`src/rtl/hrlp_pkg.sv`:
```
// Shared types and constants for the HTTP request line parser.
`timescale 1ns / 1ps

package hrlp_pkg;

  typedef enum logic [2:0] {
    PH_METHOD  = 3'd0,
    PH_SPACE   = 3'd1,
    PH_URI     = 3'd2,
    PH_LITERAL = 3'd3,
    PH_MAJOR   = 3'd4,
    PH_MINOR   = 3'd5,
    PH_PARSED  = 3'd6,
    PH_ERROR   = 3'd7
  } phase_e;

  typedef struct packed {
    phase_e      phase;
    logic [31:0] method_chars;
    logic [2:0]  method_len;
    logic        uri_seen;
    logic [2:0]  lit_idx;
    logic [7:0]  major;
    logic [7:0]  minor;
  } state_t;

  localparam state_t STATE_RESET = '{phase: PH_METHOD, default: '0};

  localparam logic [1:0] STATUS_BUSY   = 2'd0;
  localparam logic [1:0] STATUS_PARSED = 2'd1;
  localparam logic [1:0] STATUS_ERROR  = 2'd2;

  localparam logic [1:0] METHOD_GET   = 2'd0;
  localparam logic [1:0] METHOD_HEAD  = 2'd1;
  localparam logic [1:0] METHOD_OTHER = 2'd2;

  localparam logic [1:0] KIND_V11    = 2'd0;
  localparam logic [1:0] KIND_V10    = 2'd1;
  localparam logic [1:0] KIND_CUSTOM = 2'd2;

  localparam logic [31:0] WORD_GET  = 32'h0047_4554;
  localparam logic [31:0] WORD_HEAD = 32'h4845_4144;

  localparam logic [2:0] LIT_LEN   = 3'd5;
  localparam logic [7:0] CHAR_LF   = 8'h0A;
  localparam logic [7:0] CHAR_DOT  = 8'h2E;

  // Bytes of the protocol literal "HTTP/".
  function automatic logic [7:0] lit_char(input logic [2:0] idx);
    logic [7:0] ch;
    case (idx)
      3'd0:    ch = 8'h48;
      3'd1:    ch = 8'h54;
      3'd2:    ch = 8'h54;
      3'd3:    ch = 8'h50;
      3'd4:    ch = 8'h2F;
      default: ch = 8'h00;
    endcase
    return ch;
  endfunction

endpackage

```
`src/rtl/hrlp_step.sv`:
```
// Next-state logic of the request line parser for one byte.
`timescale 1ns / 1ps

module hrlp_step #(
  parameter int POSITION_BITS = 16
) (
  input  hrlp_pkg::state_t           cur_i,
  input  logic [POSITION_BITS-1:0]   pos_i,
  input  logic [7:0]                 data_byte_i,
  input  logic                       start_req_i,
  output hrlp_pkg::state_t           nxt_o,
  output logic [POSITION_BITS-1:0]   pos_o,
  output logic                       uri_valid_o,
  output logic [7:0]                 uri_byte_o
);

  function automatic logic is_ws(input logic [7:0] c);
    return (c == 8'd32) || (c >= 8'd9 && c <= 8'd13);
  endfunction

  function automatic logic is_upper(input logic [7:0] c);
    return (c >= 8'd65) && (c <= 8'd90);
  endfunction

  function automatic logic is_digit(input logic [7:0] c);
    return (c >= 8'd48) && (c <= 8'd57);
  endfunction

  // acc * 10 + d, saturating at 255
  function automatic logic [7:0] add_digit(input logic [7:0] acc, input logic [3:0] d);
    logic [11:0] v;
    v = {1'b0, acc, 3'b000} + {3'b000, acc, 1'b0} + {8'h00, d};
    return (v > 12'd255) ? 8'hFF : v[7:0];
  endfunction

  localparam logic [POSITION_BITS-1:0] POS_MAX = '1;
  localparam logic [POSITION_BITS-1:0] POS_ONE = {{(POSITION_BITS-1){1'b0}}, 1'b1};

  hrlp_pkg::state_t         st;
  logic [POSITION_BITS-1:0] pos_base;
  logic                     consumed;
  logic                     pos_clear;
  logic [2:0]               lit_next;

  assign st       = start_req_i ? hrlp_pkg::STATE_RESET : cur_i;
  assign pos_base = start_req_i ? '0 : pos_i;
  assign lit_next = st.lit_idx + 3'd1;

  // Next state
  always_comb begin
    nxt_o     = st;
    consumed  = 1'b0;
    pos_clear = 1'b0;
    unique case (st.phase)
      hrlp_pkg::PH_METHOD: begin
        if (is_upper(data_byte_i)) begin
          if (st.method_len < 3'd4) begin
            nxt_o.method_chars = {st.method_chars[23:0], data_byte_i};
          end
          if (st.method_len < 3'd5) begin
            nxt_o.method_len = st.method_len + 3'd1;
          end
          consumed = 1'b1;
        end else if (is_ws(data_byte_i)) begin
          nxt_o.phase = hrlp_pkg::PH_SPACE;
          consumed    = 1'b1;
        end else begin
          nxt_o.phase = hrlp_pkg::PH_ERROR;
        end
      end
      hrlp_pkg::PH_SPACE: begin
        if (is_ws(data_byte_i)) begin
          consumed = 1'b1;
        end else if (!st.uri_seen) begin
          nxt_o.uri_seen = 1'b1;
          nxt_o.phase    = hrlp_pkg::PH_URI;
          consumed       = 1'b1;
        end else if (st.lit_idx < hrlp_pkg::LIT_LEN &&
                     data_byte_i == hrlp_pkg::lit_char(st.lit_idx)) begin
          nxt_o.lit_idx = lit_next;
          nxt_o.phase   = (lit_next == hrlp_pkg::LIT_LEN) ? hrlp_pkg::PH_MAJOR
                                                         : hrlp_pkg::PH_LITERAL;
          consumed      = 1'b1;
        end else begin
          nxt_o.phase = hrlp_pkg::PH_ERROR;
        end
      end
      hrlp_pkg::PH_URI: begin
        if (is_ws(data_byte_i)) begin
          nxt_o.phase = hrlp_pkg::PH_SPACE;
        end
        consumed = 1'b1;
      end
      hrlp_pkg::PH_LITERAL: begin
        if (st.lit_idx < hrlp_pkg::LIT_LEN &&
            data_byte_i == hrlp_pkg::lit_char(st.lit_idx)) begin
          nxt_o.lit_idx = lit_next;
          if (lit_next == hrlp_pkg::LIT_LEN) begin
            nxt_o.phase = hrlp_pkg::PH_MAJOR;
          end
          consumed = 1'b1;
        end else begin
          nxt_o.phase = hrlp_pkg::PH_ERROR;
        end
      end
      hrlp_pkg::PH_MAJOR: begin
        if (is_digit(data_byte_i)) begin
          nxt_o.major = add_digit(st.major, data_byte_i[3:0]);
          consumed    = 1'b1;
        end else if (data_byte_i == hrlp_pkg::CHAR_DOT) begin
          nxt_o.phase = hrlp_pkg::PH_MINOR;
          consumed    = 1'b1;
        end else begin
          nxt_o.phase = hrlp_pkg::PH_ERROR;
        end
      end
      hrlp_pkg::PH_MINOR: begin
        if (is_digit(data_byte_i)) begin
          nxt_o.minor = add_digit(st.minor, data_byte_i[3:0]);
          consumed    = 1'b1;
        end else if (data_byte_i == hrlp_pkg::CHAR_LF) begin
          // Unsupported method is reported at offset zero
          if ((st.method_len == 3'd3 && st.method_chars == hrlp_pkg::WORD_GET) ||
              (st.method_len == 3'd4 && st.method_chars == hrlp_pkg::WORD_HEAD)) begin
            nxt_o.phase = hrlp_pkg::PH_PARSED;
          end else begin
            nxt_o.phase = hrlp_pkg::PH_ERROR;
            pos_clear   = 1'b1;
          end
          consumed = 1'b1;
        end else begin
          nxt_o.phase = hrlp_pkg::PH_ERROR;
        end
      end
      hrlp_pkg::PH_PARSED, hrlp_pkg::PH_ERROR: begin
        nxt_o = st;
      end
      default: begin
        nxt_o = st;
      end
    endcase

    if (pos_clear) begin
      pos_o = '0;
    end else if (consumed && nxt_o.phase != hrlp_pkg::PH_ERROR && pos_base != POS_MAX) begin
      pos_o = pos_base + POS_ONE;
    end else begin
      pos_o = pos_base;
    end
  end

  // URI byte output
  always_comb begin
    uri_valid_o = 1'b0;
    if (!is_ws(data_byte_i)) begin
      if (st.phase == hrlp_pkg::PH_URI) begin
        uri_valid_o = 1'b1;
      end else if (st.phase == hrlp_pkg::PH_SPACE && !st.uri_seen) begin
        uri_valid_o = 1'b1;
      end
    end
    uri_byte_o = uri_valid_o ? data_byte_i : 8'h00;
  end

endmodule

```
`src/rtl/http_request_line_parser.sv`:
```
// Top level of the HTTP request line parser: byte in, one result word out per byte.
// Each accepted byte's result word is on the output register in the cycle after it is accepted.
// Throughput: one byte per cycle while in_stall_o is low; the single parse register stage sets the rate.
// A result word held by out_stall_i stalls the input only while the output is full.
// Reset (rst_ni low, asynchronous) drops any pending word and returns to the method phase.
`timescale 1ns / 1ps

module http_request_line_parser #(
  parameter int POSITION_BITS = 16
) (
  input  logic        clk_i,
  input  logic        rst_ni,
  // input byte channel
  input  logic        in_valid_i,
  output logic        in_stall_o,
  input  logic [7:0]  data_byte_i,
  input  logic        start_req_i,
  // result channel
  output logic        out_valid_o,
  input  logic        out_stall_i,
  output logic        uri_valid_o,
  output logic [7:0]  uri_byte_o,
  output logic [1:0]  status_o,
  output logic [1:0]  method_o,
  output logic [7:0]  major_version_o,
  output logic [7:0]  minor_version_o,
  output logic [1:0]  version_kind_o,
  output logic [15:0] error_position_o
);

  // Parse state. The result fields other than the URI byte are a function of this
  // state alone, so the state registers double as the result register.
  hrlp_pkg::state_t         state_q, state_d;
  logic [POSITION_BITS-1:0] pos_q, pos_d;
  logic                     uri_valid_q, uri_valid_d;
  logic [7:0]               uri_byte_q, uri_byte_d;
  logic                     out_valid_q;
  logic                     in_accept;
  logic                     method_ok;
  logic [1:0]               method_code;
  logic [POSITION_BITS+15:0] pos_ext;

  // Hold the input while a finished word waits and the sink stalls.
  assign in_stall_o = out_valid_q & out_stall_i;
  assign in_accept  = in_valid_i & ~in_stall_o;

  hrlp_step #(
    .POSITION_BITS(POSITION_BITS)
  ) u_step (
    .cur_i       (state_q),
    .pos_i       (pos_q),
    .data_byte_i (data_byte_i),
    .start_req_i (start_req_i),
    .nxt_o       (state_d),
    .pos_o       (pos_d),
    .uri_valid_o (uri_valid_d),
    .uri_byte_o  (uri_byte_d)
  );

  // Advance the parse state only on an accepted byte; the previous word is taken
  // on that same edge, so the output fields never change under a stall.
  always_ff @(posedge clk_i or negedge rst_ni) begin
    if (!rst_ni) begin
      state_q     <= hrlp_pkg::STATE_RESET;
      pos_q       <= '0;
      uri_valid_q <= 1'b0;
      out_valid_q <= 1'b0;
    end else begin
      if (in_accept) begin
        state_q     <= state_d;
        pos_q       <= pos_d;
        uri_valid_q <= uri_valid_d;
        out_valid_q <= 1'b1;
      end else if (!out_stall_i) begin
        out_valid_q <= 1'b0;
      end
    end
  end

  // URI byte carries no control meaning: no reset.
  always_ff @(posedge clk_i) begin
    if (in_accept) begin
      uri_byte_q <= uri_byte_d;
    end
  end

  // Method decode from the stored letters and length.
  always_comb begin
    if (state_q.method_len == 3'd3 && state_q.method_chars == hrlp_pkg::WORD_GET) begin
      method_code = hrlp_pkg::METHOD_GET;
    end else if (state_q.method_len == 3'd4 &&
                 state_q.method_chars == hrlp_pkg::WORD_HEAD) begin
      method_code = hrlp_pkg::METHOD_HEAD;
    end else begin
      method_code = hrlp_pkg::METHOD_OTHER;
    end
  end

  assign method_ok = (state_q.phase == hrlp_pkg::PH_PARSED);

  // Widen before taking the low 16 bits so narrow position counters zero-extend.
  assign pos_ext = {16'h0000, pos_q};

  always_comb begin
    status_o         = hrlp_pkg::STATUS_BUSY;
    method_o         = hrlp_pkg::METHOD_OTHER;
    version_kind_o   = hrlp_pkg::KIND_V11;
    error_position_o = 16'h0000;
    if (method_ok) begin
      status_o = hrlp_pkg::STATUS_PARSED;
      method_o = method_code;
      if (state_q.major == 8'd1 && state_q.minor == 8'd1) begin
        version_kind_o = hrlp_pkg::KIND_V11;
      end else if (state_q.major == 8'd1 && state_q.minor == 8'd0) begin
        version_kind_o = hrlp_pkg::KIND_V10;
      end else begin
        version_kind_o = hrlp_pkg::KIND_CUSTOM;
      end
    end else if (state_q.phase == hrlp_pkg::PH_ERROR) begin
      status_o         = hrlp_pkg::STATUS_ERROR;
      error_position_o = pos_ext[15:0];
    end
  end

  assign out_valid_o     = out_valid_q;
  assign uri_valid_o     = uri_valid_q;
  assign uri_byte_o      = uri_byte_q;
  assign major_version_o = state_q.major;
  assign minor_version_o = state_q.minor;

endmodule

```
`config.mk`:
```
export PLATFORM = sky130hd
export DESIGN_NAME = http_request_line_parser
export DESIGN_NICKNAME = d
export VERILOG_FILES = /design/src/rtl/hrlp_pkg.sv /design/src/rtl/hrlp_step.sv /design/src/rtl/http_request_line_parser.sv
export SDC_FILE = /design/constraint.sdc
export NUM_CORES = 1
export LEC_CHECK = 0
export CORE_ASPECT_RATIO = 0.6
export CORE_MARGIN = 10
export CORE_UTILIZATION = 33
export DETAILED_ROUTE_END_ITERATION = 10
export DONT_BUFFER_PORTS = 1
export PLACE_DENSITY = 0.54
export SLEW_MARGIN = 20
export SYNTH_ARGS = -nofsm -noshare
export SYNTH_HDL_FRONTEND = slang
export SYNTH_SLANG_ARGS = --single-unit
export TNS_END_PERCENT = 1
```
`constraint.sdc`:
```
create_clock -name clk_i -period 3.22 [get_ports clk_i]
set_clock_uncertainty 0.2 [all_clocks]
set_input_delay 0.322 -clock clk_i [delete_from_list [all_inputs] [get_ports clk_i]]
set_output_delay 0.322 -clock clk_i [all_outputs]
set_load 0.02 [all_outputs]
```
==> results of run 1 <==
## cell families after synthesis
logic type / Yosys count
DFF: 84
adders and majority gates: 39
muxes: 3
buffers and inverters: 84
and+or+nand+nor: 284
AOI/OAI and AO/OA: 194
xor gates and xnor gates: 8
## per-layer routing
metal / track usage, % / part of all wire [%] / vias to the layer above
met1: 22.23 / 51 / 2730
li1: - / - / 2594
met5: 0 / 0 / -
met2: 20.69 / 41 / 202
met4: 2.773 / 0.85 / 0
met3: 3.736 / 7.5 / 13
## state kept, by name, indices dropped and copies added (netlist names)
name,cells
out_valid_o,1
state_q,42
uri_valid_o,1
pos_q,16
uri_byte_o,8
minor_version_o,8
major_version_o,8
## synthesized netlist by cell type (all sizes together), types with 7 or more instances
library cell | number | area, um^2
a22oi | 24 | 180.2
a21o | 8 | 60.06
a21oi | 15 | 75.07
and3 | 8 | 50.05
or4 | 8 | 60.06
buf | 25 | 183.9
dfrtp | 76 | 1902
ha | 35 | 437.9
and2 | 29 | 181.4
a22o | 8 | 70.07
clkbuf | 32 | 123.9
nor4 | 11 | 68.82
edfxtp | 8 | 240.2
inv | 26 | 97.59
nor3 | 13 | 65.06
o211ai | 13 | 102.6
nor2b | 30 | 187.7
nor2 | 30 | 120.1
o21ai | 56 | 291.5
nand2 | 92 | 345.3
nand3 | 20 | 100.1
a31oi | 8 | 56.30
nand4 | 7 | 43.79
o22ai | 14 | 87.58
## metrics by stage
| step | setup WS, ns | total power [W] |
|---|---|---|
| 2_1_floorplan | -0.08412 | 0.002058 |
| 3_3_place_gp | 0.02349 | 0.002253 |
| 3_5_place_dp | -0.05310 | 0.002273 |
| 4_1_cts | -0.0005034 | 0.003543 |
| 5_1_grt | -0.09377 | 0.003731 |
| 6_report | 0.05788 | 0.003526 |
## power groups by stage
stage / registers, W / clock network [W] / logic, W
2_1_floorplan: 0.00136 / 0 / 0.000701
3_3_place_gp: 0.00139 / 0 / 0.000862
3_5_place_dp: 0.00140 / 0 / 0.000878
4_1_cts: 0.00138 / 0.00123 / 0.000934
5_1_grt: 0.00141 / 0.00127 / 0.00105
6_report: 0.00138 / 0.00120 / 0.000941
## worst max-delay path, cell delays in order, from the launching register on
cell and delay [ns]:
sky130_fd_sc_hd__dfrtp_1 0.39, sky130_fd_sc_hd__nor2b_4 0.14, sky130_fd_sc_hd__fa_1 0.56, sky130_fd_sc_hd__inv_1 0.06, sky130_fd_sc_hd__fa_2 0.34, sky130_fd_sc_hd__nor2b_1 0.13, sky130_fd_sc_hd__o21ai_1 0.10, sky130_fd_sc_hd__a21boi_1 0.20
sky130_fd_sc_hd__nand4b_1 0.21, sky130_fd_sc_hd__o22ai_4 0.27, sky130_fd_sc_hd__nand2_2 0.15, sky130_fd_sc_hd__o22ai_1 0.17, sky130_fd_sc_hd__o21ai_0 0.10
## area by class of cell
| type | count | area [um^2] |
|---|---|---|
| timing repair buffer | 66 | 551.8 |
| fill | 1789 | 11060 |
| clock buffer | 12 | 236.5 |
| multi-input combinational | 529 | 3577 |
| inverter | 27 | 101.3 |
| sequential | 84 | 2142 |
| clock inverter | 4 | 97.59 |
| tap | 240 | 300.3 |
## final timing paths
kind                                             endpoint  slack, ns  cells past startpoint
max                        minor_version_o[5]$_DFFE_PN0P_       0.06                     12
min                               uri_valid_o$_DFFE_PN0P_       0.02                      3
max reg2reg                minor_version_o[5]$_DFFE_PN0P_       0.06                     12
min reg2reg                       state_q[29]$_DFFE_PN0P_       0.30                      1
max in group asynchronous  major_version_o[3]$_DFFE_PN0P_       2.08                      2
min in group asynchronous         state_q[18]$_DFFE_PN0P_       0.32                      2
## what timing repair did
action / 4_1_cts / 5_1_grt
hold buffers: 14 / 0
buffers inserted: 1 / 0
pin swaps: 0 / 4
endpoints found under the setup margin: 13 / 25
cloned: 0 / 1
hold endpoints to repair: 115 / 0
resized for setup: 2 / 7
==> flow_summary.rst, run 1 <==
.. list-table::
   :header-rows: 1

   * - Metric
     - Value
   * - Combinational family with the most area after synthesis
     - simple AND/OR/NAND/NOR gates
   * - Post-route core utilization
     - 38.78%
   * - Placed Instance Area
     - 6457 um^2
   * - Layout cell share with drive strength beyond 1
     - 12.88%
   * - Max Buffers Root-to-Sink
     - 2
   * - Maximum fanout count along the critical path
     - 6
   * - Endpoint class of the critical path
     - register
   * - CTS tree
     - yes
   * - Pin count of the biggest net entering global routing
     - 77
   * - Worst Setup Path Type
     - reg2reg
   * - Finished layout cell area
     - 7007 um^2
   * - P per Cell Area
     - 503.3 nW/um^2
   * - Clock latency reported for the late side of the worst-skew pair
     - 0.34 ns
   * - Average instance area after synthesis
     - 8.712 um^2
   * - Static power due to leakage
     - 3.031 nW
   * - Simple-gate portion of the synthesized area
     - 24.99%
   * - Detailed-route vias per instance
     - 5.758
   * - Number of DRC violations after detailed-routing iteration 0
     - 466
   * - Final weighted congestion in routability-driven placement
     - 0.8679
   * - Relative contribution of sequential cells to total power
     - 39.2%
   * - Final-report setup violation count
     - 0
   * - Critical Path RT
     - 3.23 ns
   * - Post-layout net count
     - 769
   * - Sw Ratio
     - 32.74%
   * - Final total negative setup slack
     - 0 ns
   * - Critical path launch point
     - minor_version_o[2]$_DFFE_PN0P_
   * - VDD IR-drop max
     - 0.2687 mV
   * - Post-placement cell count
     - 930
   * - Rel. slew slack
     - 37.16%
   * - Commonest non-fill, non-tap cell in the layout
     - sky130_fd_sc_hd__nand2_1
   * - Post-Synthesis Cell Area
     - 6063 um^2
   * - Xor-xnor portion of the synthesized cell area
     - 1.156%
   * - Residual DRC
     - 0
   * - Placeable core area
     - 18,070 um^2
   * - Tightest hold margin
     - 0.02030 ns
   * - Final period utilization
     - 98.20%
   * - Wire length of the first global-routing pass
     - 29.84 mm
   * - Half-perimeter wire length after detailed placement
     - 12.72 mm
   * - Worst path arrival time
     - 3.17 ns
   * - Post-synth top flop
     - sky130_fd_sc_hd__dfrtp_1
   * - Register bit total from synthesis
     - 84
   * - I/O pin cnt
     - 62
   * - Register area share after synthesis
     - 35.33%
   * - Setup repair after global routing missed its margin
     - yes
   * - Worst hold start
     - start_req_i
   * - Fraction of registers with async set/reset
     - 90.48%
   * - CTS Root Buffer Type
     - sky130_fd_sc_hd__clkbuf_16
   * - Total length of routed wires
     - 18.81 mm
   * - Area share of fa/ha/maj cells after synthesis
     - 8.543%
   * - Average wire per cell in the routed design
     - 19.55 um
   * - Die span in x
     - 195.0 um
   * - Critical Path Source Type
     - register
   * - Number of enable-type register cells in the synthesized netlist
     - 8
   * - Internal power of the cells
     - 0.002372 W
   * - Clk pwr share
     - 34.1%
   * - Distinct cells, synth
     - 78
   * - Clock slew seen by the registers of the worst setup and hold paths
     - 0.06 ns
   * - Share of total power in combinational logic
     - 26.7%
   * - Multiplexer share of the synthesized area
     - 0.5159%
   * - Min cycle time layout
     - 3.162 ns
   * - Synth Area in Compound Gates
     - 22.72%
   * - Result of the run
     - finished clean
   * - Total net switching power
     - 0.001155 W
   * - Kind of path behind the tightest hold check
     - in2reg
   * - Number of standard cells in the layout, taps in and fillers out
     - 962
   * - Antenna violations before repair
     - 1
   * - Synth warnings
     - 0
   * - Number of vias in the routed layout
     - 5,539
   * - Maximum capacitance violations
     - 0
   * - Total nets after synthesis
     - 748
   * - Synthesis-to-finish area growth
     - 15.56%
   * - Total routing resource utilization after global routing
     - 14.79%
   * - Global-route congestion overflow total
     - 0
   * - Die span in y
     - 125.0 um
   * - Vias in the first global route
     - 5,188
   * - Worst reg2reg startpoint
     - minor_version_o[2]$_DFFE_PN0P_
   * - Remaining antenna violation count after routing
     - 0
   * - Fmax
     - 316.2 MHz
   * - First-pass DRT Iterations
     - 5
   * - Number of max-slew violations in the final report
     - 0
   * - Clock buffers created by TritonCTS
     - 9
   * - Slew @ Worst Pin
     - 0.9340 ns
   * - H-tree depth
     - 3
   * - Number of cell rows
     - 38
   * - Clock sink count
     - 84
   * - Die area
     - 24,370 um^2
   * - Count of final hold-check violations
     - 0
   * - Syn Inst Count
     - 696
   * - Antenna Cells
     - 0
   * - Starting utilization of the core area
     - 33.56%
   * - Quantity of I/O buffers inserted on ports
     - 0
   * - Leading cell types in the layout, fill and taps excluded
     - sky130_fd_sc_hd__nand2_1 (90), sky130_fd_sc_hd__dfrtp_1 (76), sky130_fd_sc_hd__buf_4 (51)
(Power assumes the default switching activity.)
==> run 2: changes to the inputs <==
--- a/config.mk
+++ b/config.mk
@@ -14,5 +14,6 @@
 export SLEW_MARGIN = 20
 export SYNTH_ARGS = -nofsm -noshare
 export SYNTH_HDL_FRONTEND = slang
+export SYNTH_HIERARCHICAL = 1
 export SYNTH_SLANG_ARGS = --single-unit
 export TNS_END_PERCENT = 1
==> run 2 against run 1 <==
  * The run now ends with setup timing left
  * Register-to-register slack got worse by 0.28 ns
  * Die area increased by 5.9%
  * Total power decreased by 14%
  * Clock-buffer cell count decreased by 3
  * Wire length increased by 1.3%
==> flow_summary.rst, run 2 <==
.. list-table::
   :header-rows: 1

   * - Metric
     - Value
   * - Result of the run
     - complete, but fails checks
   * - Failing checks
     - setup timing
   * - Average instance area after synthesis
     - 9.248 um^2 (+6.2%)
   * - Global-route congestion overflow total
     - 0 (unchanged)
   * - Largest stage delay on the critical path
     - 0.54 ns (-0.02 ns)
   * - Worst path arrival time
     - 3.54 ns (+0.37 ns)
   * - Remaining antenna violation count after routing
     - 0 (unchanged)
   * - Final total negative setup slack
     - -1.940 ns (-1.940 ns)
   * - P per Cell Area
     - 384.3 nW/um^2 (-24%)
   * - Fillcell total
     - 1,874 (+4.8%)
   * - Die area
     - 25,800 um^2 (+5.9%)
   * - Setup slack of the worst register-to-register path
     - -0.22 ns (-0.28 ns)
   * - Synth warnings
     - 6 (+6)
   * - Critical Path Source Type
     - register
   * - Half-perimeter wire length after detailed placement
     - 12.82 mm (+0.80%)
   * - Leading cell types in the layout, fill and taps excluded
     - sky130_fd_sc_hd__buf_4 (80), sky130_fd_sc_hd__nand2_1 (78), sky130_fd_sc_hd__dfrtp_1 (76)
   * - Total nets after synthesis
     - 752 (+0.53%)
   * - Post-layout net count
     - 812 (+5.6%)
   * - Number of DRC violations after detailed-routing iteration 0
     - 446 (-4.3%)
   * - Top cell types by occurrence after synthesis
     - sky130_fd_sc_hd__nand2_1 (81), sky130_fd_sc_hd__mux2_2 (80), sky130_fd_sc_hd__dfrtp_1 (76), sky130_fd_sc_hd__a21oi_1 (50), sky130_fd_sc_hd__ha_1 (35)
   * - VDD IR-drop max
     - 0.3291 mV (+22%)
   * - Number of max-slew violations in the final report
     - 0 (unchanged)
   * - Distinct cells, synth
     - 63 (-19%)
   * - Worst Setup Path Type
     - reg2reg
   * - Cells on Worst Hold Path
     - 3 (unchanged)
   * - Hold EP
     - state_q[27]$_DFFE_PN0P_
   * - Multi-input gate area
     - 4225 um^2 (+18%)
   * - Kind of path behind the tightest hold check
     - in2reg
   * - Commonest non-fill, non-tap cell in the layout
     - sky130_fd_sc_hd__buf_4
   * - Maximum capacitance violations
     - 0 (unchanged)
   * - Number of vias in the routed layout
     - 5,631 (+1.7%)
   * - Clock slew seen by the registers of the worst setup and hold paths
     - 0.07 ns (about the same)
   * - CTS Root Buffer Type
     - sky130_fd_sc_hd__clkbuf_16
   * - Placeable core area
     - 19,130 um^2 (+5.9%)
   * - Total length of routed wires
     - 19.05 mm (+1.3%)
   * - Top reg by flops
     - state_q
   * - Fmax
     - 290.9 MHz (-8.0%)
   * - Residual DRC
     - 0 (unchanged)
   * - Count of final hold-check violations
     - 0 (unchanged)
   * - Fraction of registers with async set/reset
     - 90.48% (unchanged)
   * - Top flop regs
     - state_q x42, pos_q x16
   * - Total routing resource utilization after global routing
     - 14.58% (-0.20 points)
   * - Top cells by area, synth
     - sky130_fd_sc_hd__dfrtp_1 (29%), sky130_fd_sc_hd__mux2_2 (14%), sky130_fd_sc_hd__ha_1 (6.8%), sky130_fd_sc_hd__nand2_1 (4.7%), sky130_fd_sc_hd__a21oi_1 (3.9%)
   * - Clock latency reported for the late side of the worst-skew pair
     - 0.36 ns (+0.02 ns)
   * - I/O pin cnt
     - 62 (unchanged)
   * - Post-synth top flop
     - sky130_fd_sc_hd__dfrtp_1
   * - Synthesis-to-finish area growth
     - 22.44%
   * - Final-report setup violation count
     - 22 (+22)
   * - First-pass DRT Iterations
     - 5 (unchanged)
   * - Final weighted congestion in routability-driven placement
     - 0.8743 (+0.74%)
   * - Worst hold start
     - data_byte_i[4]
   * - Detailed-route vias per instance
     - 5.462 (-5.1%)
   * - Library cell occupying the most area in the post-synthesis netlist
     - sky130_fd_sc_hd__dfrtp_1
   * - Rel. slew slack
     - 53.86% (+17 points)
   * - Pin count of the biggest net entering global routing
     - 77 (unchanged)
   * - Average wire per cell in the routed design
     - 18.47 um (-5.5%)
   * - Final period utilization
     - 106.8% (+8.6 points)
   * - Number of cell rows
     - 39 (+2.6%)
   * - Antenna violations before repair
     - 1 (unchanged)
   * - H-tree depth
     - 3 (unchanged)
   * - Quantity of I/O buffers inserted on ports
     - 0 (unchanged)
   * - Clock buffers created by TritonCTS
     - 9 (unchanged)
   * - Layout cell share with drive strength beyond 1
     - 32.29% (+19 points)
   * - Syn Inst Count
     - 700 (+0.57%)
   * - Min cycle time layout
     - 3.438 ns (+0.2760 ns)
   * - Tightest hold margin
     - 0.01801 ns (-0.002290 ns)
   * - Most repeated cell in the gate-level netlist after synthesis
     - sky130_fd_sc_hd__nand2_1
   * - Die span in y
     - 128.5 um (+2.8%)
   * - Combined flip-flop and latch cell area
     - 2142 um^2 (unchanged)
   * - Critical Path RT
     - 3.32 ns (+0.09 ns)
   * - Worst reg2reg path endpoint
     - pos_q[13]$_DFFE_PN0P_
   * - Vias in the first global route
     - 5,416 (+4.4%)
   * - Static power due to leakage
     - 3.421 nW (+13%)
   * - Number of enable-type register cells in the synthesized netlist
     - 8 (unchanged)
   * - Register bit total from synthesis
     - 84 (unchanged)
   * - Share of the synthesized area in the top cell type
     - 29.38% (-2.0 points)
   * - Setup repair after global routing missed its margin
     - yes
   * - Slew @ Worst Pin
     - 0.6922 ns (-0.2419 ns)
   * - Wire length of the first global-routing pass
     - 30.35 mm (+1.7%)
   * - Post-route core utilization
     - 41.44% (+2.7 points)
   * - Max Buffers Root-to-Sink
     - 2 (unchanged)
   * - Worst reg2reg startpoint
     - state_q[21]$_DFFE_PN0P_
   * - Post-Synthesis Cell Area
     - 6474 um^2 (+6.8%)
   * - Register area share after synthesis
     - 33.09% (-2.2 points)
   * - Die span in x
     - 200.8 um (+3.0%)
   * - Number of cells on the worst reg-to-reg path
     - 14 (+2)
   * - CTS tree
     - yes
   * - Worst-path cell chain
     - nand2_2 -> inv_2 -> ha_4 -> ha_4 -> nand2_2 -> or4_4 -> a211oi_4 -> a21oi_2 -> and4b_4 -> buf_12 -> o31ai_4 -> or4_4 -> a21oi_2 -> mux2_4
   * - Final Power
     - 0.003046 W (-14%)
   * - Maximum fanout count along the critical path
     - 6 (unchanged)
   * - Antenna Cells
     - 0 (unchanged)
   * - PnR worst setup slack
     - -0.2181 ns (-0.2760 ns)
   * - Largest register FFs
     - 42 (unchanged)
   * - Clock sink count
     - 84 (unchanged)
   * - Endpoint class of the critical path
     - register
   * - Starting utilization of the core area
     - 33.84% (+0.28 points)
   * - Slowest stage cell, crit path
     - sky130_fd_sc_hd__or4_4
run 2: cell types whose count changed after synthesis, moves of 11 or more:
cell / delta
sky130_fd_sc_hd__o211ai_1: -11
sky130_fd_sc_hd__o21ai_0: -26
sky130_fd_sc_hd__a22oi_1: -20
sky130_fd_sc_hd__mux2_2: +79
sky130_fd_sc_hd__a21oi_1: +35
sky130_fd_sc_hd__nand2_1: -11
sky130_fd_sc_hd__clkbuf_1: -13
sky130_fd_sc_hd__o22ai_1: -11
run 2: cell type report:
cell class,instances,area share (%)
Tap cell,266,4.199
Clock buffer,9,2.841
Timing Repair Buffer,98,10.51
Inverter,26,1.294
Clock inverter,7,0.8208
Multi-Input combinational cell,541,53.31
Sequential cell,84,27.02
run 2: critical path: cells and delay by family, from the launching register on:
family	cells	cell delay, ns
buffers and inverters	2	0.21
AND/OR/NAND/NOR	5	1.55
AO/OA/AOI/OAI	4	0.64
adder cells (fa/ha/maj)	2	0.26
flip-flops	1	0.38
multiplexers	1	0.14
run 2: cells by family (layout without fill, tap and decap cells):
family,count (synthesis),count (layout),share of synthesized area (%)
multiplexers,83,83,14.38
XOR/XNOR,11,11,1.488
buffers and inverters,77,140,6.281
adder cells (fa/ha/maj),39,39,8.002
flip-flops,84,84,33.09
AND/OR/NAND/NOR,272,272,23.00
AO/OA/AOI/OAI,134,136,13.76
run 2: per-layer routing:
layer | up-vias | part of all wire (%) | GRT usage (%)
li1 | 2651 | - | -
met1 | 2790 | 51 | 21.36
met2 | 169 | 41 | 20.39
met3 | 21 | 7.0 | 4.236
met4 | 0 | 1.2 | 3.502
met5 | - | 0 | 0
run 2: worst max path at each step:
stage	end	slack (ns)	cells after the start	startpoint
floorplan	minor_version_o[7]$_DFFE_PN0P_	-0.26	16	start_req_i
global placement	pos_q[0]$_DFFE_PN0P_	-0.30	13	state_q[16]$_DFFE_PN0P_
detailed placement	pos_q[0]$_DFFE_PN0P_	-0.38	13	state_q[16]$_DFFE_PN0P_
CTS	minor_version_o[3]$_DFFE_PN0P_	-0.10	13	minor_version_o[2]$_DFFE_PN0P_
global route	pos_q[9]$_DFFE_PN0P_	-0.26	14	state_q[21]$_DFFE_PN0P_
finish	pos_q[13]$_DFFE_PN0P_	-0.22	14	state_q[21]$_DFFE_PN0P_
run 2: per-stage QoR:
stage	setup slack [ns]	cells	area [um^2]
floorplan	-0.2623	700	6599
global placement	-0.3012	993	7167
detailed placement	-0.3808	993	7167
CTS	-0.1037	1027	7714
global route	-0.2641	1031	7926
finish	-0.2181	1031	7926
run 2: report_power, final:
part	internal [W]	switching [W]	leakage (nW)
Combinational	0.000316	0.000502	2.16
Sequential	0.00112	0.0000628	1.12
Clock	0.000544	0.000501	0.141
Total	0.00198	0.00107	3.42
run 2: what timing repair did:
action | 4_1_cts | 5_1_grt
hold buffers | 11 | 0
endpoints found under the setup margin | 32 | 32
cloned | 2 | 0
endpoints found under the hold margin | 86 | 0
setup buffers | 5 | 4
pin swaps | 13 | 23
gates resized for setup | 18 | 41
==> run 3: changes to the inputs <==
--- a/config.mk
+++ b/config.mk
@@ -11,6 +11,7 @@
 export DETAILED_ROUTE_END_ITERATION = 10
 export DONT_BUFFER_PORTS = 1
 export PLACE_DENSITY = 0.54
+export SETUP_SLACK_MARGIN = 0.1
 export SLEW_MARGIN = 20
 export SYNTH_ARGS = -nofsm -noshare
 export SYNTH_HDL_FRONTEND = slang
==> run 3 against run 2 <==
  * The flow still finishes with violations (setup timing)
  * First-iteration DRC count is 10% lower
  * Cell count stayed put
  * Worst hold slack hardly changed
  * Combinational power is 2% lower
  * Core utilization is 0.24 points lower
  * Critical endpoint is now pos_q[11]$_DFFE_PN0P_
  * Highest routed layer unchanged
==> flow_summary.rst, run 3 (synthesized netlist as in run 2, its figures left out) <==
.. list-table::
   :header-rows: 1

   * - Metric
     - Value
   * - Result of the run
     - complete, but fails checks
   * - Failing checks
     - setup timing
   * - Post-layout net count
     - 812 (unchanged)
   * - Min cycle time layout
     - 3.461 ns (+0.02301 ns)
   * - Setup slack at placement
     - -0.3808 ns (unchanged)
   * - Leading cell types in the layout, fill and taps excluded
     - sky130_fd_sc_hd__buf_4 (81), sky130_fd_sc_hd__nand2_1 (78), sky130_fd_sc_hd__dfrtp_1 (76)
   * - Number of cell rows
     - 39 (unchanged)
   * - Largest stage delay on the critical path
     - 0.55 ns (about the same)
   * - Clock latency reported for the late side of the worst-skew pair
     - 0.36 ns (about the same)
   * - Largest register FFs
     - 42 (unchanged)
   * - Remaining antenna violation count after routing
     - 0 (unchanged)
   * - Setup repair after global routing missed its margin
     - yes
   * - Number of max-slew violations in the final report
     - 0 (unchanged)
   * - Relative contribution of sequential cells to total power
     - 39.1% (+0.3 points)
   * - Starting utilization of the core area
     - 33.84% (unchanged)
   * - Global-route congestion overflow total
     - 0 (unchanged)
   * - Antenna violations before repair
     - 1 (unchanged)
   * - Number of DRC violations after detailed-routing iteration 0
     - 401 (-10%)
   * - Commonest non-fill, non-tap cell in the layout
     - sky130_fd_sc_hd__buf_4
   * - Fmax
     - 288.9 MHz (-0.66%)
   * - Max Buffers Root-to-Sink
     - 2 (unchanged)
   * - Endpoint class of the critical path
     - register
   * - Internal power of the cells
     - 0.001966 W (-0.71%)
   * - Average wire per cell in the routed design
     - 18.43 um (-0.25%)
   * - Critical Path RT
     - 3.31 ns (about the same)
   * - Die span in x
     - 200.8 um (unchanged)
   * - Rel. slew slack
     - 54.32% (+0.46 points)
   * - Clock sink count
     - 84 (unchanged)
   * - Die area
     - 25,800 um^2 (unchanged)
   * - Slowest stage cell, crit path
     - sky130_fd_sc_hd__or4_4
   * - I/O pin cnt
     - 62 (unchanged)
   * - Number of vias in the routed layout
     - 5,628 (-0.053%)
   * - Worst hold start
     - data_byte_i[4]
   * - Share of total power in combinational logic
     - 26.5% (-0.4 points)
   * - Maximum fanout count along the critical path
     - 7 (+1)
   * - Setup slack of the worst register-to-register path
     - -0.24 ns (-0.02 ns)
   * - Worst Setup Path Type
     - reg2reg
   * - CTS Root Buffer Type
     - sky130_fd_sc_hd__clkbuf_16
   * - Die span in y
     - 128.5 um (unchanged)
   * - Half-perimeter wire length after detailed placement
     - 12.82 mm (unchanged)
   * - Synthesis-to-finish area growth
     - 21.72%
   * - Placeable core area
     - 19,130 um^2 (unchanged)
   * - Critical path launch point
     - state_q[21]$_DFFE_PN0P_
   * - Final weighted congestion in routability-driven placement
     - 0.8743 (unchanged)
   * - Post-placement cell count
     - 993 (unchanged)
   * - First-pass DRT Iterations
     - 7 (+2)
   * - P per Cell Area
     - 384.2 nW/um^2 (about the same)
   * - Kind of cell with the highest combined delay on the critical path
     - simple AND/OR/NAND/NOR gates
   * - Clock slew seen by the registers of the worst setup and hold paths
     - 0.07 ns (about the same)
   * - Layout cell share with drive strength beyond 1
     - 31.63% (-0.65 points)
   * - Final-report setup violation count
     - 23 (+4.5%)
   * - Critical Path Source Type
     - register
   * - Total net switching power
     - 0.001062 W (-0.42%)
   * - Detailed-route vias per instance
     - 5.459 (about the same)
   * - H-tree depth
     - 3 (unchanged)
   * - Count of final hold-check violations
     - 0 (unchanged)
   * - Worst-path cell chain
     - nand2_2 -> inv_2 -> ha_4 -> ha_4 -> nand2_2 -> or4_4 -> a211oi_4 -> a21oi_2 -> and4b_4 -> o31ai_4 -> or4_4 -> a21oi_2 -> mux2_4
   * - Quantity of I/O buffers inserted on ports
     - 0 (unchanged)
   * - Pin count of the biggest net entering global routing
     - 77 (unchanged)
   * - Sw Ratio
     - 35.07% (+0.067 points)
   * - Top reg by flops
     - state_q
   * - Clock buffers created by TritonCTS
     - 9 (unchanged)
   * - Residual DRC
     - 0 (unchanged)
   * - Top flop regs
     - state_q x42, pos_q x16
   * - Static power due to leakage
     - 3.411 nW (-0.28%)
   * - Slew @ Worst Pin
     - 0.6781 ns (-0.01407 ns)
   * - Total length of routed wires
     - 19.00 mm (-0.25%)
   * - VDD IR-drop max
     - 0.2889 mV (-12%)
   * - Number of standard cells in the layout, taps in and fillers out
     - 1,031 (unchanged)
   * - Vias in the first global route
     - 5,415 (-0.018%)
   * - Kind of path behind the tightest hold check
     - in2reg
   * - Maximum capacitance violations
     - 0 (unchanged)
   * - Total routing resource utilization after global routing
     - 14.58% (unchanged)
   * - Final total negative setup slack
     - -1.931 ns (+0.008400 ns)
   * - Final Power
     - 0.003028 W (-0.60%)
   * - Buffers plus inverters on the worst setup path
     - 1 (-1)
   * - Wire length of the first global-routing pass
     - 30.35 mm (unchanged)
   * - Clk pwr share
     - 34.4% (about the same)
   * - Tightest hold margin
     - 0.01821 ns (+0.0001966 ns)
   * - Antenna Cells
     - 0 (unchanged)
   * - Final period utilization
     - 107.5% (+0.71 points)
   * - CTS tree
     - yes
   * - Worst reg2reg startpoint
     - state_q[21]$_DFFE_PN0P_
   * - Worst path arrival time
     - 3.56 ns (+0.02 ns)
   * - PnR worst setup slack
     - -0.2411 ns (-0.02301 ns)
-- run 3: cell counts in the layout (fill, tap and decap cells not counted) --
No cell type changed its count.
-- run 3: through the flow --
step	cell area [um^2]	util (%)
2_1_floorplan	6599	-
3_3_place_gp	7167	37.47
3_5_place_dp	7167	37.47
4_1_cts	7716	40.34
5_1_grt	7880	41.20
6_report	7880	41.20
-- run 3: area by class of cell --
type	count	area, um^2
repair buffers	98	820.8
clock inverters	7	65.06
inverters	26	102.6
fillers	1886	11250
multi-input cells	541	4192
well taps	266	332.8
flip-flops and latches	84	2142
clock buffers	9	225.2
-- run 3: final timing paths --
path | to | cells past startpoint
min in group asynchronous | state_q[16]$_DFFE_PN0P_ | 2
worst min-delay path | state_q[27]$_DFFE_PN0P_ | 3
worst max-delay path | pos_q[11]$_DFFE_PN0P_ | 13
worst max register to register | pos_q[11]$_DFFE_PN0P_ | 13
worst min register to register | pos_q[15]$_DFFE_PN0P_ | 1
max in group asynchronous | pos_q[8]$_DFFE_PN0P_ | 2
-- run 3: power groups by stage --
stage	logic (W)	clock network, W	registers (W)
after floorplan	0.000497	0	0.00119
after global placement	0.000626	0	0.00120
after detailed placement	0.000636	0	0.00120
after CTS	0.000752	0.00108	0.00118
after global routing	0.000864	0.00113	0.00119
final	0.000803	0.00104	0.00118
-- run 3: worst min-delay path, stage by stage --
cell and delay, ns:
sky130_fd_sc_hd__nand2_1 0.03, sky130_fd_sc_hd__o21ai_0 0.06, sky130_fd_sc_hd__mux2_2 0.14
-- run 3: layer usage --
metal  share of wire, %  global-route usage (%)  up-vias
met1                 52                   21.36     2777
met5                  0                       0        -
met3                6.4                   4.236       22
met4                1.2                   3.502        0
li1                   -                       -     2661
met2                 40                   20.39      168
-- run 3: timing repair --
| action | CTS | global route |
|---|---|---|
| hold buffers | 11 | 0 |
| cloned | 2 | 0 |
| endpoints found under the hold margin | 86 | 0 |
| setup buffers | 5 | 4 |
| gates resized for setup | 19 | 36 |
| pin swaps | 14 | 22 |
| endpoints found under the setup margin | 32 | 32 |
